==> config.mk <==
export PLATFORM = sky130hd
export DESIGN_NAME = ljpe_mul
export DESIGN_NICKNAME = d
export VERILOG_FILES = /design/src/lennard_jones_pair_energy_top_macros.svh /design/src/ljpe_pkg.sv /design/src/ljpe_mul.sv
export SDC_FILE = /design/constraint.sdc
export NUM_CORES = 2
export LEC_CHECK = 0
export BUFFER_PORTS_ARGS = -buffer_cell sky130_fd_sc_hd__buf_2
export CORE_MARGIN = 2
export CORE_UTILIZATION = 40
export DETAILED_ROUTE_END_ITERATION = 6
export SLEW_MARGIN = 20
export SYNTH_ARGS = -nofsm -noshare
export SYNTH_HDL_FRONTEND = slang
export SYNTH_SLANG_ARGS = --single-unit
==> constraint.sdc <==
create_clock -name clk -period 17 [get_ports clk]
set_input_delay 0.85 -clock clk [delete_from_list [all_inputs] [get_ports clk]]
set_output_delay 0.85 -clock clk [all_outputs]
set_load 0.01 [all_outputs]
==> src/lennard_jones_pair_energy_top_macros.svh <==
// Assertion macros shared by the pair energy block.
`ifndef LENNARD_JONES_PAIR_ENERGY_TOP_MACROS_SVH
`define LENNARD_JONES_PAIR_ENERGY_TOP_MACROS_SVH
`ifndef NO_ASSERTIONS
`define LJ_ASSERT_IMP(label, clk_sig, rst_sig, ante, cons) \
  label: assert property (@(posedge clk_sig) disable iff (rst_sig) (ante) |-> (cons)) \
    else $error("assertion failed");
`define LJ_ASSERT_NEXT(label, clk_sig, rst_sig, ante, cons) \
  label: assert property (@(posedge clk_sig) disable iff (rst_sig) (ante) |=> (cons)) \
    else $error("assertion failed");
`else
`define LJ_ASSERT_IMP(label, clk_sig, rst_sig, ante, cons)
`define LJ_ASSERT_NEXT(label, clk_sig, rst_sig, ante, cons)
`endif
`endif

==> src/ljpe_pkg.sv <==
// ----------------------------------------------------------------------------
// ljpe_pkg
// Types and constants shared by the pair energy block.
// ----------------------------------------------------------------------------
`default_nettype none
package ljpe_pkg;
  localparam int CFG_W = 28;
  localparam int CFG_IDX_LOW = 0;
  localparam int CFG_IDX_HIGH = 1;
  localparam logic [CFG_W-1:0] LOW_RESET = 28'd3427652;
  localparam logic [CFG_W-1:0] HIGH_RESET = 28'd16777216;
  localparam int E_W = 48;
  localparam int S_W = 56;
  localparam logic [63:0] TERM_CAP = 64'h3FFF_FFFF_FFFF_FFFF;
  localparam logic CMD_EVAL = 1'b0;
  localparam logic CMD_READ = 1'b1;

  typedef enum logic [3:0] {
    ST_IDLE, ST_CLEAR, ST_SQ, ST_WIN, ST_DIV, ST_MLOAD, ST_MUL, ST_SUB, ST_RD, ST_ACC,
    ST_OUT
  } state_t;

  typedef enum logic [2:0] {
    MS_I4, MS_I6, MS_I12, MS_T6, MS_T12
  } mstep_t;
endpackage
`default_nettype wire

==> src/ljpe_mul.sv <==
// ----------------------------------------------------------------------------
// ljpe_mul
// Shared 64x64 multiplier built from 32x32 partial products accumulated in turn,
// giving floor(a*b / 2^sh) saturated at 2^62-1.
// ----------------------------------------------------------------------------
`default_nettype none
module ljpe_mul (
  input  wire logic        clk,
  input  wire logic        rst,
  input  wire logic        start,
  input  wire logic [63:0] a,
  input  wire logic [63:0] b,
  input  wire logic        sh32,
  output logic             done,
  output logic [63:0]      result
);
  import ljpe_pkg::*;
  logic [2:0]   ph;
  logic         busy;
  logic [63:0]  ra, rb;
  logic [127:0] acc;
  logic [63:0]  pp;
  logic [31:0]  opa, opb;
  logic [127:0] term;
  logic [127:0] full;
  logic [127:0] sh;

  always_comb begin
    opa = ph[1] ? ra[63:32] : ra[31:0];
    opb = ph[0] ? rb[63:32] : rb[31:0];
    pp = opa * opb;
    term = {64'd0, pp} << (7'(ph[1]) * 7'd32 + 7'(ph[0]) * 7'd32);
    full = acc + term;
    sh = sh32 ? (full >> 32) : (full >> 24);
  end

  always_ff @(posedge clk) begin
    if (rst) begin
      busy <= 1'b0;
      done <= 1'b0;
      ph <= '0;
    end else begin
      done <= 1'b0;
      if (start) begin
        busy <= 1'b1;
        ph <= '0;
        ra <= a;
        rb <= b;
        acc <= '0;
      end else if (busy) begin
        acc <= full;
        ph <= ph + 3'd1;
        if (ph == 3'd3) begin
          busy <= 1'b0;
          done <= 1'b1;
          result <= (sh > {64'd0, TERM_CAP}) ? TERM_CAP : sh[63:0];
        end
      end
    end
  end
endmodule
`default_nettype wire

==> out/qor.tcl <==
set qor(clockBufferDepth) 3
set qor(drt_first_iter_violations) 4963
set qor(synth.area.mux_share_pct) 2.84
set qor(fin_crit_sh_pct) 94.1
set qor(timing.final.ws_setup_ps) 1010
set qor(unrepaired_setup_endpoints_after_global_routing) {false}
set qor(crit_path_max_fanout) 62
set qor(synth_xor_area_share_pct) 2.63
set qor(detail-route-antenna-nets) 0
set qor(die_width_um) 379
set qor(fillCellCount) 14000
set qor(cts_num_sinks) 325
set qor(drv_slew) 0
set qor(worst_slew_margin_rel_pct) 24.4
set qor(core_um2) 140000
set qor(postPlaceCellArea_um2) 59400
set qor(worst-endpoint-arrival_ps) 16370
set qor(post_synth_fa_ha_maj_area_fraction_pct) 40.6
set qor(hold_end) {rb[36]}
set qor(clock_skew_ps) 85.3
set qor(core.rowCount) 137
set qor(gp_congestion) 1.06
set qor(gr-usage-met2_pct) 45.8
set qor(post_route_cells_drive_above_1_share_pct) 8.58
set qor(synth.most_common_cell) {nor2_1}
set qor(hp-class) {primary input to flip-flop}
set qor(gr-max-usage-layer) {met2}
set qor(io-pin-count) 197
set qor(cts-resized-gates) 0
set qor(synthArstFlopShare_pct) 0
set qor(tritoncts) {done}
set qor(routed_length_per_instance_um) 26.6
set qor(synth.top_cells.by_count) {nor2_1, inv_1, fa_1}
set qor(chipHeight_um) 379
set qor(synth.area.top_cells) {fa_1, edfxtp_1, ha_1, nor2_1, inv_1}
set qor(route.detailed.vias_per_inst) 5.81
set qor(cts.hold.buffers_added) 0
set qor(htreeDepth) 2
set qor(grt_pass1_wl_um) 328000
set qor(critPathMostFrequentCell) {fa_1}
set qor(routed-via-count) 48500
set qor(cp_data_required_time_ps) 17380
set qor(place.port_buffers) 196
set qor(grt_remaining_overflow) 0
set qor(path_clk_slew_ps) 70
set qor(critical_path_class) {flip-flop to flip-flop}
set qor(finalSetupViolations) 0
set qor(worstReg2RegEnd) {result[3]}
set qor(synth_simple_gate_area_share_pct) 17.1
set qor(postSynthCellCount) 6419
set qor(setup.worst_path.end_class) {flip-flop}
set qor(synthDominantAreaCellType) {fa_1}
set qor(timing.reg2reg.setup_slack_ps) 1010
set qor(postSynthRegisterBits) 325
set qor(largest_net_degree_at_the_start_of_global_routing) 83
set qor(insertion_delay_ps) 690
set qor(placement.setup.worst_slack_ps) 1190
set qor(min_period_ps) 15990
set qor(drv.max_cap_violation_count) 0
set qor(run_status) {finished with violations}
set qor(setup_tns_ps) 0
set qor(startpoint_of_the_tightest_hold_check_path) {b[36]}
set qor(net_count_of_the_finished_layout) 7849
set qor(count_of_flip_flops_with_a_built_in_enable_after_synthesis) 320
set qor(critical-path-slowest-cell) {mux2i_2}
set qor(clockRootBuffer) {clkbuf_16}
set qor(drcViolationCount) 7
set qor(fp.dieArea_um2) 144000
set qor(synth.yosys.seq_area_share_pct) 17.3
set qor(grt.met3_usage_pct) 8.64
set qor(antenna_found_initial) 6
set qor(critical_path.max_stage_delay_ps) 820
set qor(rr_startpoint) {ph[0]}
set qor(fmax_ghz) 0.0625
set qor(syn2layout_area_growth_pct) 8.12
set qor(synthDistinctLibCells) 93
set qor(post_synth.cell_area_avg_um2) 8.76
set qor(ys.flop_type) {edfxtp_1}
set qor(detailedRoute.firstPassIterationCount) 7
set qor(cts_buf_count) 44
set qor(detailed_place_hpwl_um) 180000
set qor(worst_r2r_path_cells) 39
set qor(yosysWarningCount) 0
set qor(global_route.usage.met1_pct) 42.5
set qor(finalWirelength_um) 222000
set qor(post-route-cell-area_um2) 60800
set qor(first_global_vias) 48600
set qor(synth_compound_area_share_pct) 10.5
set qor(worst_slew_pin_slew_ps) 1120
set qor(grt.total_usage_pct) 31.1
set qor(whs_path_depth) 1
set qor(synth.cell_area_um2) 56300
set qor(start_util_pct) 40.3
set qor(violations_in_the_final_reports) {DRC}
set qor(post_cts.repair.setup_buffers) 0
set qor(final-hold-violation-count) 0
set qor(combinational_family_with_the_most_area_after_synthesis) {adder cells}
set qor(synth_top_area_share_pct) 31.9
set qor(cp-start-kind) {flip-flop}
worst max-delay path by stage:
stage | cells after the start | endpoint | startpoint
after floorplan | 45 | result[10] | ph[0]
after global placement | 41 | result[7] | ph[0]
after detailed placement | 41 | result[33] | ph[0]
after CTS | 41 | result[3] | ph[0]
after global routing | 39 | result[25] | ph[0]
final | 39 | result[3] | ph[0]
per-stage QoR:
stage          hold WS [ps]  cells  util, %
6_report                338   8338     43.6
4_1_cts                 324   8336     43.6
3_3_place_gp            486   8258     42.5
3_5_place_dp            500   8258     42.5
2_1_floorplan           472   6420        -
5_1_grt                 338   8336     43.6
placed cells by master (no fill, tap or decap), drive strengths merged, types with 14 or more instances in the layout:
cell type / n
inv: 983
nand3: 109
or2: 16
a31oi: 28
and3: 27
o31ai: 23
ha: 392
clkinv: 14
xor2: 69
o21bai: 52
a211oi: 20
buf: 312
fa: 897
o21a: 31
nand2b: 21
xnor2: 100
edfxtp: 320
and2: 78
nand4: 107
a21o: 83
mux2: 71
mux2i: 80
o22ai: 33
o21ai: 182
nor2: 1020
a2111oi: 41
clkbuf: 51
nor3: 67
o211ai: 17
a21oi: 307
nor4: 42
nand2: 684
layer usage:
layer | up-vias | part of all wire, %
met3 | 478 | 11
met5 | - | 0.019
met2 | 2673 | 43
met1 | 24500 | 41
li1 | 20800 | -
met4 | 6 | 5.4
cell type report:
type                       instances  area [µm²]  share of cell area [%]
antenna                            2        5.00                 0.00823
tap                             1876        2350                    3.86
sequential                       325        9720                    16.0
inverter                         976        3660                    6.02
multi-input combinational       4769       41800                    68.7
clock buffer                      51        1130                    1.85
timing repair buffer             312        1850                    3.05
clock inverter                    27         304                   0.500
worst max-delay path: cells and delay by family, from the launching register on:
kind | cells | cell delay (ps)
muxes | 2 | 1060
AOI/OAI and AO/OA | 9 | 2630
adders and majority gates | 10 | 5410
and+or+nand+nor | 12 | 3900
xor gates and xnor gates | 1 | 340
buffers and inverters | 5 | 1440
DFF | 1 | 740
state kept, by name, summed over array words and instances, names as in the netlist:
signal / cells
ra: 64
busy: 1
done: 1
rb: 64
acc: 128
result: 64
ph: 3
kinds of logic (layout without fill, tap and decap cells):
group,count (synthesis),count (layout)
and+or+nand+nor,2232,2232
buffers and inverters,1326,1366
adders and majority gates,1289,1289
AOI/OAI and AO/OA,926,926
DFF,325,325
xor gates and xnor gates,169,169
muxes,151,151
other,1,4
Power is left out: the tool's default activity adds up to more than one toggle a clock period on the data nets, which glitch-free logic cannot reach.
