**config.mk**
```make
export PLATFORM = sky130hd
export DESIGN_NAME = ljpe_div
export DESIGN_NICKNAME = d
export VERILOG_FILES = /design/src/lennard_jones_pair_energy_top_macros.svh /design/src/ljpe_div.sv
export SDC_FILE = /design/constraint.sdc
export NUM_CORES = 1
export LEC_CHECK = 0
export BUFFER_PORTS_ARGS = -buffer_cell sky130_fd_sc_hd__buf_2
export CAP_MARGIN = 20
export CORE_UTILIZATION = 40
export CTS_BUF_LIST = sky130_fd_sc_hd__clkbuf_16
export DETAILED_ROUTE_END_ITERATION = 7
export PLACE_DENSITY_LB_ADDON = 0.12
export SETUP_SLACK_MARGIN = 0.5
export SLEW_MARGIN = 10
export SYNTH_ARGS = -nofsm -noshare
export SYNTH_HDL_FRONTEND = slang
export SYNTH_SLANG_ARGS = --single-unit
```
**constraint.sdc**
```tcl
create_clock -name clk -period 9.2 [get_ports clk]
set_input_delay 0 -clock clk [delete_from_list [all_inputs] [get_ports clk]]
set_output_delay 0 -clock clk [all_outputs]
set_load 0.05 [all_outputs]
```
**src/lennard_jones_pair_energy_top_macros.svh**
```systemverilog
// Assertion macros shared by the pair energy block.
`ifndef LENNARD_JONES_PAIR_ENERGY_TOP_MACROS_SVH
`define LENNARD_JONES_PAIR_ENERGY_TOP_MACROS_SVH
`ifndef NO_ASSERTIONS
`define LJ_ASSERT_IMP(label, clk_sig, rst_sig, ante, cons) \
  label: assert property (@(posedge clk_sig) disable iff (rst_sig) (ante) |-> (cons)) \
    else $error("assertion failed");
`define LJ_ASSERT_NEXT(label, clk_sig, rst_sig, ante, cons) \
  label: assert property (@(posedge clk_sig) disable iff (rst_sig) (ante) |=> (cons)) \
    else $error("assertion failed");
`else
`define LJ_ASSERT_IMP(label, clk_sig, rst_sig, ante, cons)
`define LJ_ASSERT_NEXT(label, clk_sig, rst_sig, ante, cons)
`endif
`endif

```
**src/ljpe_div.sv**
```systemverilog
// ----------------------------------------------------------------------------
// ljpe_div
// Restoring divider computing 2^48 / divisor, one quotient bit per cycle.
// ----------------------------------------------------------------------------
`default_nettype none
module ljpe_div (
  input  wire logic        clk,
  input  wire logic        rst,
  input  wire logic        start,
  input  wire logic [63:0] divisor,
  output logic             done,
  output logic [48:0]      quotient
);
  logic [6:0]  cnt;
  logic        busy;
  logic [63:0] rem;
  logic [64:0] trial;
  logic [64:0] shifted;

  always_comb begin
    shifted = {rem, (cnt == 7'd48)};
    trial = shifted - {1'b0, divisor};
  end

  always_ff @(posedge clk) begin
    if (rst) begin
      busy <= 1'b0;
      done <= 1'b0;
      cnt <= '0;
    end else begin
      done <= 1'b0;
      if (start) begin
        busy <= 1'b1;
        cnt <= 7'd48;
        rem <= '0;
        quotient <= '0;
      end else if (busy) begin
        if (!trial[64]) begin
          rem <= trial[63:0];
        end else begin
          rem <= shifted[63:0];
        end
        quotient <= {quotient[47:0], ~trial[64]};
        if (cnt == 7'd0) begin
          busy <= 1'b0;
          done <= 1'b1;
        end else begin
          cnt <= cnt - 7'd1;
        end
      end
    end
  end
endmodule
`default_nettype wire

```
==> metrics.md, run 1 <==
| Metric | Value |
|---|---|
| Post-Syn Nets | 1,131 |
| Synthesized area per cell | approximately 9.2 um2 |
| Final hold vios | 0 |
| HP Class | in -> reg |
| Grt ovf | 0 |
| Sink Count | ~120 |
| Most frequent cells in the layout | 115 x buf_2, 113 x edfxtp_1, 96 x nor2_1 |
| Final Cell Area | 0.0106 mm2 |
| Synth Flop Type | edfxtp_1 |
| Register bit total from synthesis | 122 |
| H-tree Lvls | 4 |
| Seq/Total Area, Yosys | around 39% |
| Post-CTS Setup Bufs | 0 |
| Hold path startpoint | divisor[0] |
| Drt first pass iters | 5 |
| CP required | 9.43 ns |
| Clk buf depth | 2 |
| Worst EP arrival | 4.77 ns |
| Peak VDD IR | roughly 0.11 mV |
| Worst Tran Pin Value | 0.981 ns |
| Core box area | 0.0226 mm2 |
| Post_cts resized | 0 |
| Hold slack | ~0.11 ns |
| Yosys cell types | between 70 and 80 |
| Final #Nets | between 1k and 1.5k |
| HPWL after DPL | 16.4 mm |
| Most common cell after layout, fill and taps aside | buf_2 |
| Leak pwr | 0.00464 uW |
| DRC Markers | 0 |
| Global-route wire length before repair | 36.5 mm |
| Clock skew | approximately 0.011 ns |
| Largest fanout on the critical path | 58 |
| Fin util | 46.7% |
| GRT Total Usage | between 10% and 20% |
| GPL Wtd Cong | 0.836 |
| Asr flop ratio synth | 0% |
| Final Setup Violations | 0 |
| RSZ-0062 raised after global routing | false |
| Max_cap viols | 0 |
| Hold Crit Depth | 4 |
| Status | finished, final reports clean |
| Placed inst area | 0.00996 mm2 |
| Fmax | 0.220 GHz |
| Synth Instances | 997 |
| Setup TNS Final | 0 ns |
| Die ar. | between 0.02 and 0.025 mm2 |
| CTS tree | yes |
| Critical path class | reg -> reg |
| R2R Setup Slk | 4.66 ns |
| Reg2reg start | cnt[0]$_SDFFE_PP0P_ |
| Via-per-instance ratio | 5.28 |
| Vias post-DR | 7,343 |
| Row Count | 55 |
| FF-to-FF End | rem[39]$_SDFFCE_PP0P_ |
| Ant diodes | 0 |
| DP Worst Slack | 4.67 ns |
| Clk_lat worst skew | roughly 0.42 ns |
| Hold buffers post-CTS | 1 |
| Post-DRT Antenna Nets | 0 |
| Min Tclk post-route | 4.54 ns |
| Worst setup EP type | register |
| Share of cells above drive strength 1 | 15.9% |
| Reg2Reg Depth | 17 |
| Count of final max-slew check failures | 0 |
| Die H | 154 um |
| Cts bufs inserted | 17 |
| Pin count of the biggest net entering global routing | 83 |
| Yosys warnings | 0 |
| Startpoint Class | register |
| Max-slew headroom | between 30 and 40% |
| Cell Area, Synth | 0.00921 mm2 |
| Filler cells | 2,272 |
| Power Density | 198 mW/mm2 |
| Initial antenna violation count | 0 |
| CTS root buf | clkbuf_16 |
| Initial cell density of the core | ~41% |
| Tcrit/Tclk final | 49.4% |
| DRT iter0 DRCs | 360 |
| Worst-path clk slew | 0.06 ns |
| Hold EP | rem[0]$_SDFFCE_PP0P_ |
| Die X | approximately 150 um |
| Synth-to-Final Area Change | 14.9% |
| IO Count | between 100 and 150 |
| WL final | about 22 mm |
| EDFF count, synth | ~110 |
| Port Buffers | 116 |
| Worst setup margin | around 4.7 ns |
| WL/cell | roughly 16 um |
| Vias in the first global route | 7,272 |
==> layout make-up <==
cell class                      instances  area [um2]  area share, %
Clock inverter                         15         188           1.77
Sequential cell                       122        3570           33.8
Timing Repair Buffer                  122         631           5.96
Inverter                               92         345           3.26
Clock buffer                           17         425           4.02
Tap cell                              285         357           3.37
Multi-Input combinational cell        739        5060           47.8
==> synthesized netlist by cell type (10+ instances only) <==
library cell    n  area, um2
a21o_1         35        263
a21oi_1        83        415
buf_2          10       50.1
clkbuf_1       26       97.6
edfxtp_1      113       3390
ha_1           66        826
inv_1          91        342
mux2i_1        42        420
nand2_1        69        259
nand3_1        17       85.1
nand4_1        19        119
nor2_1         97        364
nor2b_1        52        325
nor3_1         10       50.1
o21ai_0        35        175
o21ai_1        13       65.1
o21bai_1       15        113
xnor2_1        40        350
xor2_1         19        166
==> registers in the layout (all words and copies together), names as in the netlist <==
register	flops
cnt	7
rem	64
done	1
busy	1
quotient	49
==> logic make-up (layout without fill, tap and decap cells) <==
logic type	Yosys count	in the layout	synth area share (%)
compound gates	255	255	18.1
xor+xnor	59	59	5.61
fa+ha+maj	67	67	9.18
buf+inv	136	246	6.34
flops	122	122	38.8
mux	44	44	4.85
simple gates	314	314	17.1
==> stage by stage <==
stage / power (uW) / instances
final: 2090 / 1392
after floorplan: 1250 / 997
after global routing: 2210 / 1392
after detailed placement: 1390 / 1359
after global placement: 1380 / 1359
after CTS: 2120 / 1392
==> worst max path at each step <==
| stage | start | endpoint | slack [ns] | depth (start not counted) |
|---|---|---|---|---|
| global placement | cnt[0]$_SDFFE_PP0P_ | rem[39]$_SDFFCE_PP0P_ | 4.73 | 17 |
| detailed placement | cnt[0]$_SDFFE_PP0P_ | rem[39]$_SDFFCE_PP0P_ | 4.67 | 17 |
| finish | cnt[0]$_SDFFE_PP0P_ | rem[39]$_SDFFCE_PP0P_ | 4.66 | 17 |
| global route | cnt[1]$_SDFFE_PP0P_ | rem[39]$_SDFFCE_PP0P_ | 4.19 | 17 |
| floorplan | start | quotient[0]$_SDFFCE_PP0P_ | 3.34 | 4 |
| CTS | cnt[0]$_SDFFE_PP0P_ | rem[39]$_SDFFCE_PP0P_ | 4.60 | 17 |
==> worst max-delay path, stage by stage (launching register included) <==
cell and delay, ns:
dfxtp_1 0.36, inv_1 0.08, ha_1 0.19, nor4b_1 0.16, nand3_1 0.11, ha_1 0.17, inv_1 0.06, fa_1 0.39
a21o_1 0.19, a221o_1 0.40, a221oi_2 0.34, o21ai_1 0.18, nand3_1 0.12, a21oi_1 0.10, a211oi_4 0.17, buf_4 0.69
or4b_1 0.50, o311ai_1 0.10
==> power by group <==
part	switching (uW)	internal [uW]
logic	414	261
clock network	283	433
registers	26.0	676
total	722	1370
==> per-layer routing <==
layer	up-vias	share of wire, %	track usage [%]	wire (um)
met2	125	47	32.1	10300
met3	14	3.3	3.10	731
met5	-	0	0	0
li1	3762	-	-	-
met1	3442	49	26.3	10900
met4	0	1.0	5.00	232
No activity file was read; power rests on OpenSTA's default activity.
==> inputs of run 2 (changes only) <==
==> constraint.sdc (replaced) <==
create_clock -name clk -period 4.3 [get_ports clk]
set_input_delay 0 -clock clk [delete_from_list [all_inputs] [get_ports clk]]
set_output_delay 0 -clock clk [all_outputs]
set_load 0.05 [all_outputs]
==> run 2 against run 1 <==
Against the previous run:
- cell area is 8.1% higher
- worst setup slack worse by 4.2 ns
- routed wire length is 8.3% higher
- clock power rose by 96%
- total power grew 120%
- global-route usage is 0.96 points higher
- register-to-register slack worse by 4.2 ns
- utilization up 3.8 points
- critical endpoint is now rem[36]$_SDFFCE_PP0P_
==> metrics.md, run 2 (same netlist as run 1, synthesis figures left out) <==
| Metric | Value |
|---|---|
| GRT Total Usage | 20.3% (+0.96 points) |
| IO Count | 117 (unchanged) |
| Cts bufs inserted | 17 (unchanged) |
| Grt ovf | 0 (unchanged) |
| GPL Wtd Cong | 0.855 (+2.2%) |
| Final Cell Area | 0.0114 mm2 (+8.1%) |
| DRT iter0 DRCs | 495 (+38%) |
| Peak VDD IR | 0.253 mV (+130%) |
| Max reg flops | 64 (unchanged) |
| Largest fanout on the critical path | 3 (-95%) |
| Max_cap viols | 0 (unchanged) |
| Tcrit/Tclk final | 89.1% (+40 points) |
| Biggest regs | rem: 64 flops, quotient: 49 flops, cnt: 7 flops |
| Synth-to-Final Area Change | 24.1% |
| Reg2Reg Depth | 18 (+1) |
| Pin count of the biggest net entering global routing | 115 (+39%) |
| Vias in the first global route | 7,445 (+2.4%) |
| Buf+Inv Stages, Crit Path | 3 (unchanged) |
| Power Density | 410 mW/mm2 (+110%) |
| HP Class | in -> reg |
| Share of cells above drive strength 1 | 22.8% (+6.9 points) |
| Core box area | 0.0226 mm2 (unchanged) |
| Vias post-DR | 7,625 (+3.8%) |
| CP max stage cell | a2111oi_4 |
| H-tree Lvls | 4 (unchanged) |
| Clk_lat worst skew | 0.42 ns (about the same) |
| R2R Setup Slk | 0.47 ns (-4.19 ns) |
| Status | finished, final reports clean |
| Leak pwr | 0.00501 uW (+7.9%) |
| Critical path class | reg -> reg |
| Post-DRT Antenna Nets | 0 (unchanged) |
| Placed cell count | 1,368 (+0.66%) |
| DRC Markers | 0 (unchanged) |
| CTS tree | yes |
| Worst Tran Pin Value | 0.849 ns (-0.132 ns) |
| Initial cell density of the core | 40.7% (unchanged) |
| Top reg by flops | rem |
| Most frequent cells in the layout | 115 x buf_2, 113 x edfxtp_1, 94 x nor2_1 |
| CTS root buf | clkbuf_16 |
| Setup TNS Final | 0 ns (unchanged) |
| Fin cells | 1,441 (+3.5%) |
| HPWL after DPL | 16.1 mm (-1.7%) |
| RSZ-0062 raised after global routing | true |
| CP startpoint | cnt[1]$_SDFFE_PP0P_ |
| WL/cell | 16.7 um (+4.6%) |
| Crit path to | rem[36]$_SDFFCE_PP0P_ |
| FF-to-FF End | rem[36]$_SDFFCE_PP0P_ |
| Die H | 154 um (unchanged) |
| Ant diodes | 0 (unchanged) |
| Sink Count | 122 (unchanged) |
| Initial antenna violation count | 0 (unchanged) |
| Fin util | 50.5% (+3.8 points) |
| Hold Crit Depth | 4 (unchanged) |
| Die X | 154 um (unchanged) |
| WL final | 24.1 mm (+8.3%) |
| Cell chain of the critical path | inv_2 -> ha_4 -> nor4b_4 -> nand3_2 -> ha_4 -> inv_2 -> fa_2 -> a21o_1 -> a221o_2 -> a2111oi_4 -> nor4_4 -> nor2_2 -> o21ai_4 -> a211oi_4 -> buf_4 -> xnor2_1 -> mux2i_1 -> nor2_1 |
| Drt first pass iters | 5 (unchanged) |
| Count of final max-slew check failures | 0 (unchanged) |
| Filler cells | 2,178 (-4.1%) |
| Final hold vios | 0 (unchanged) |
| CP required | 4.43 ns (-5.00 ns) |
| Clk buf depth | 2 (unchanged) |
| Via-per-instance ratio | 5.29 (+0.31%) |
| Startpoint Class | register |
| Worst setup EP type | register |
| Final Setup Violations | 0 (unchanged) |
| Placed inst area | 0.0101 mm2 (+1.2%) |
| Most common cell after layout, fill and taps aside | buf_2 |
| Global-route wire length before repair | 38.1 mm (+4.3%) |
| Levels on crit path | 18 (+1) |
| Die ar. | 0.0236 mm2 (unchanged) |
| CP peak stage delay | 0.49 ns (-0.20 ns) |
| Worst EP arrival | 3.96 ns (-0.81 ns) |
| Port Buffers | 116 (unchanged) |
| Fmax | 0.261 GHz (+19%) |
| Final #Nets | 1,277 (+4.0%) |
| Pwr Total | 4690 uW (+120%) |
| Row Count | 55 (unchanged) |
| Worst-path clk slew | 0.06 ns (about the same) |
| Clock skew | 0.0155 ns (+0.00466 ns) |
| Min Tclk post-route | 3.83 ns (-0.714 ns) |
| Max-slew headroom | 43.4% (+8.8 points) |
| CP delay by family, top | compound AO/OA/AOI/OAI gates |
| Reg2reg start | cnt[1]$_SDFFE_PP0P_ |
-- run 2: changes by cell type in the layout (fill, tap and decap cells not counted), moves of 5 or more --
cell     change
o21ai_0      -6
buf_4       +24
buf_12       +5
buf_6       +10
-- run 2: per-stage QoR --
stage	setup WS (ns)	hold slack [ns]
6_report	0.469	0.140
5_1_grt	0.338	0.134
4_1_cts	0.398	0.109
3_5_place_dp	0.0906	0.245
3_3_place_gp	0.156	0.246
2_1_floorplan	0.587	0.0724
-- run 2: what timing repair did --
| action | in CTS | in global routing |
|---|---|---|
| hold endpoints to repair | 6 | 0 |
| buffers inserted | 19 | 11 |
| hold buffers | 1 | 0 |
| resized for setup | 35 | 34 |
| pin swaps | 23 | 27 |
| cloned | 6 | 4 |
| endpoints found under the setup margin | 65 | 65 |
-- run 2: worst min path at each step --
stage	to	startpoint
after floorplan	cnt[4]$_SDFFE_PP0P_	rst
after global placement	cnt[5]$_SDFFE_PP0P_	rst
after detailed placement	cnt[4]$_SDFFE_PP0P_	rst
after CTS	rem[0]$_SDFFCE_PP0P_	divisor[0]
after global routing	rem[0]$_SDFFCE_PP0P_	divisor[0]
final	rem[0]$_SDFFCE_PP0P_	divisor[0]
-- run 2: final cells by class --
cell class,count,area [um2],area share (%)
repair buffers,171,1300,11.4
flip-flops and latches,122,3580,31.3
clock inverters,15,139,1.21
clock buffers,17,425,3.72
well taps,285,357,3.12
inverters,92,345,3.02
multi-input cells,739,5300,46.3
-- run 2: worst register-to-register path: cells and delay by family (launching register included) --
kind | cells | cell delay, ns
DFF | 1 | 0.33
muxes | 1 | 0.14
AOI/OAI and AO/OA | 5 | 1.54
and+or+nand+nor | 5 | 0.62
buffers and inverters | 3 | 0.25
xor gates and xnor gates | 1 | 0.05
adders and majority gates | 3 | 0.62
-- run 2: metal layers --
metal  routed length (um)  vias to the layer above  part of all wire (%)  GRT usage, %
met5                    0                        -                     0             0
met4                  180                        0                  0.75          4.67
met3                  842                       12                   3.5          3.49
met2                11200                      163                    46          33.8
met1                11900                     3569                    49          27.6
li1                     -                     3881                     -             -
-- run 2: where the power goes --
| part | switching, uW | internal (uW) |
|---|---|---|
| registers | 58.9 | 1450 |
| logic | 992 | 790 |
| clock network | 600 | 804 |
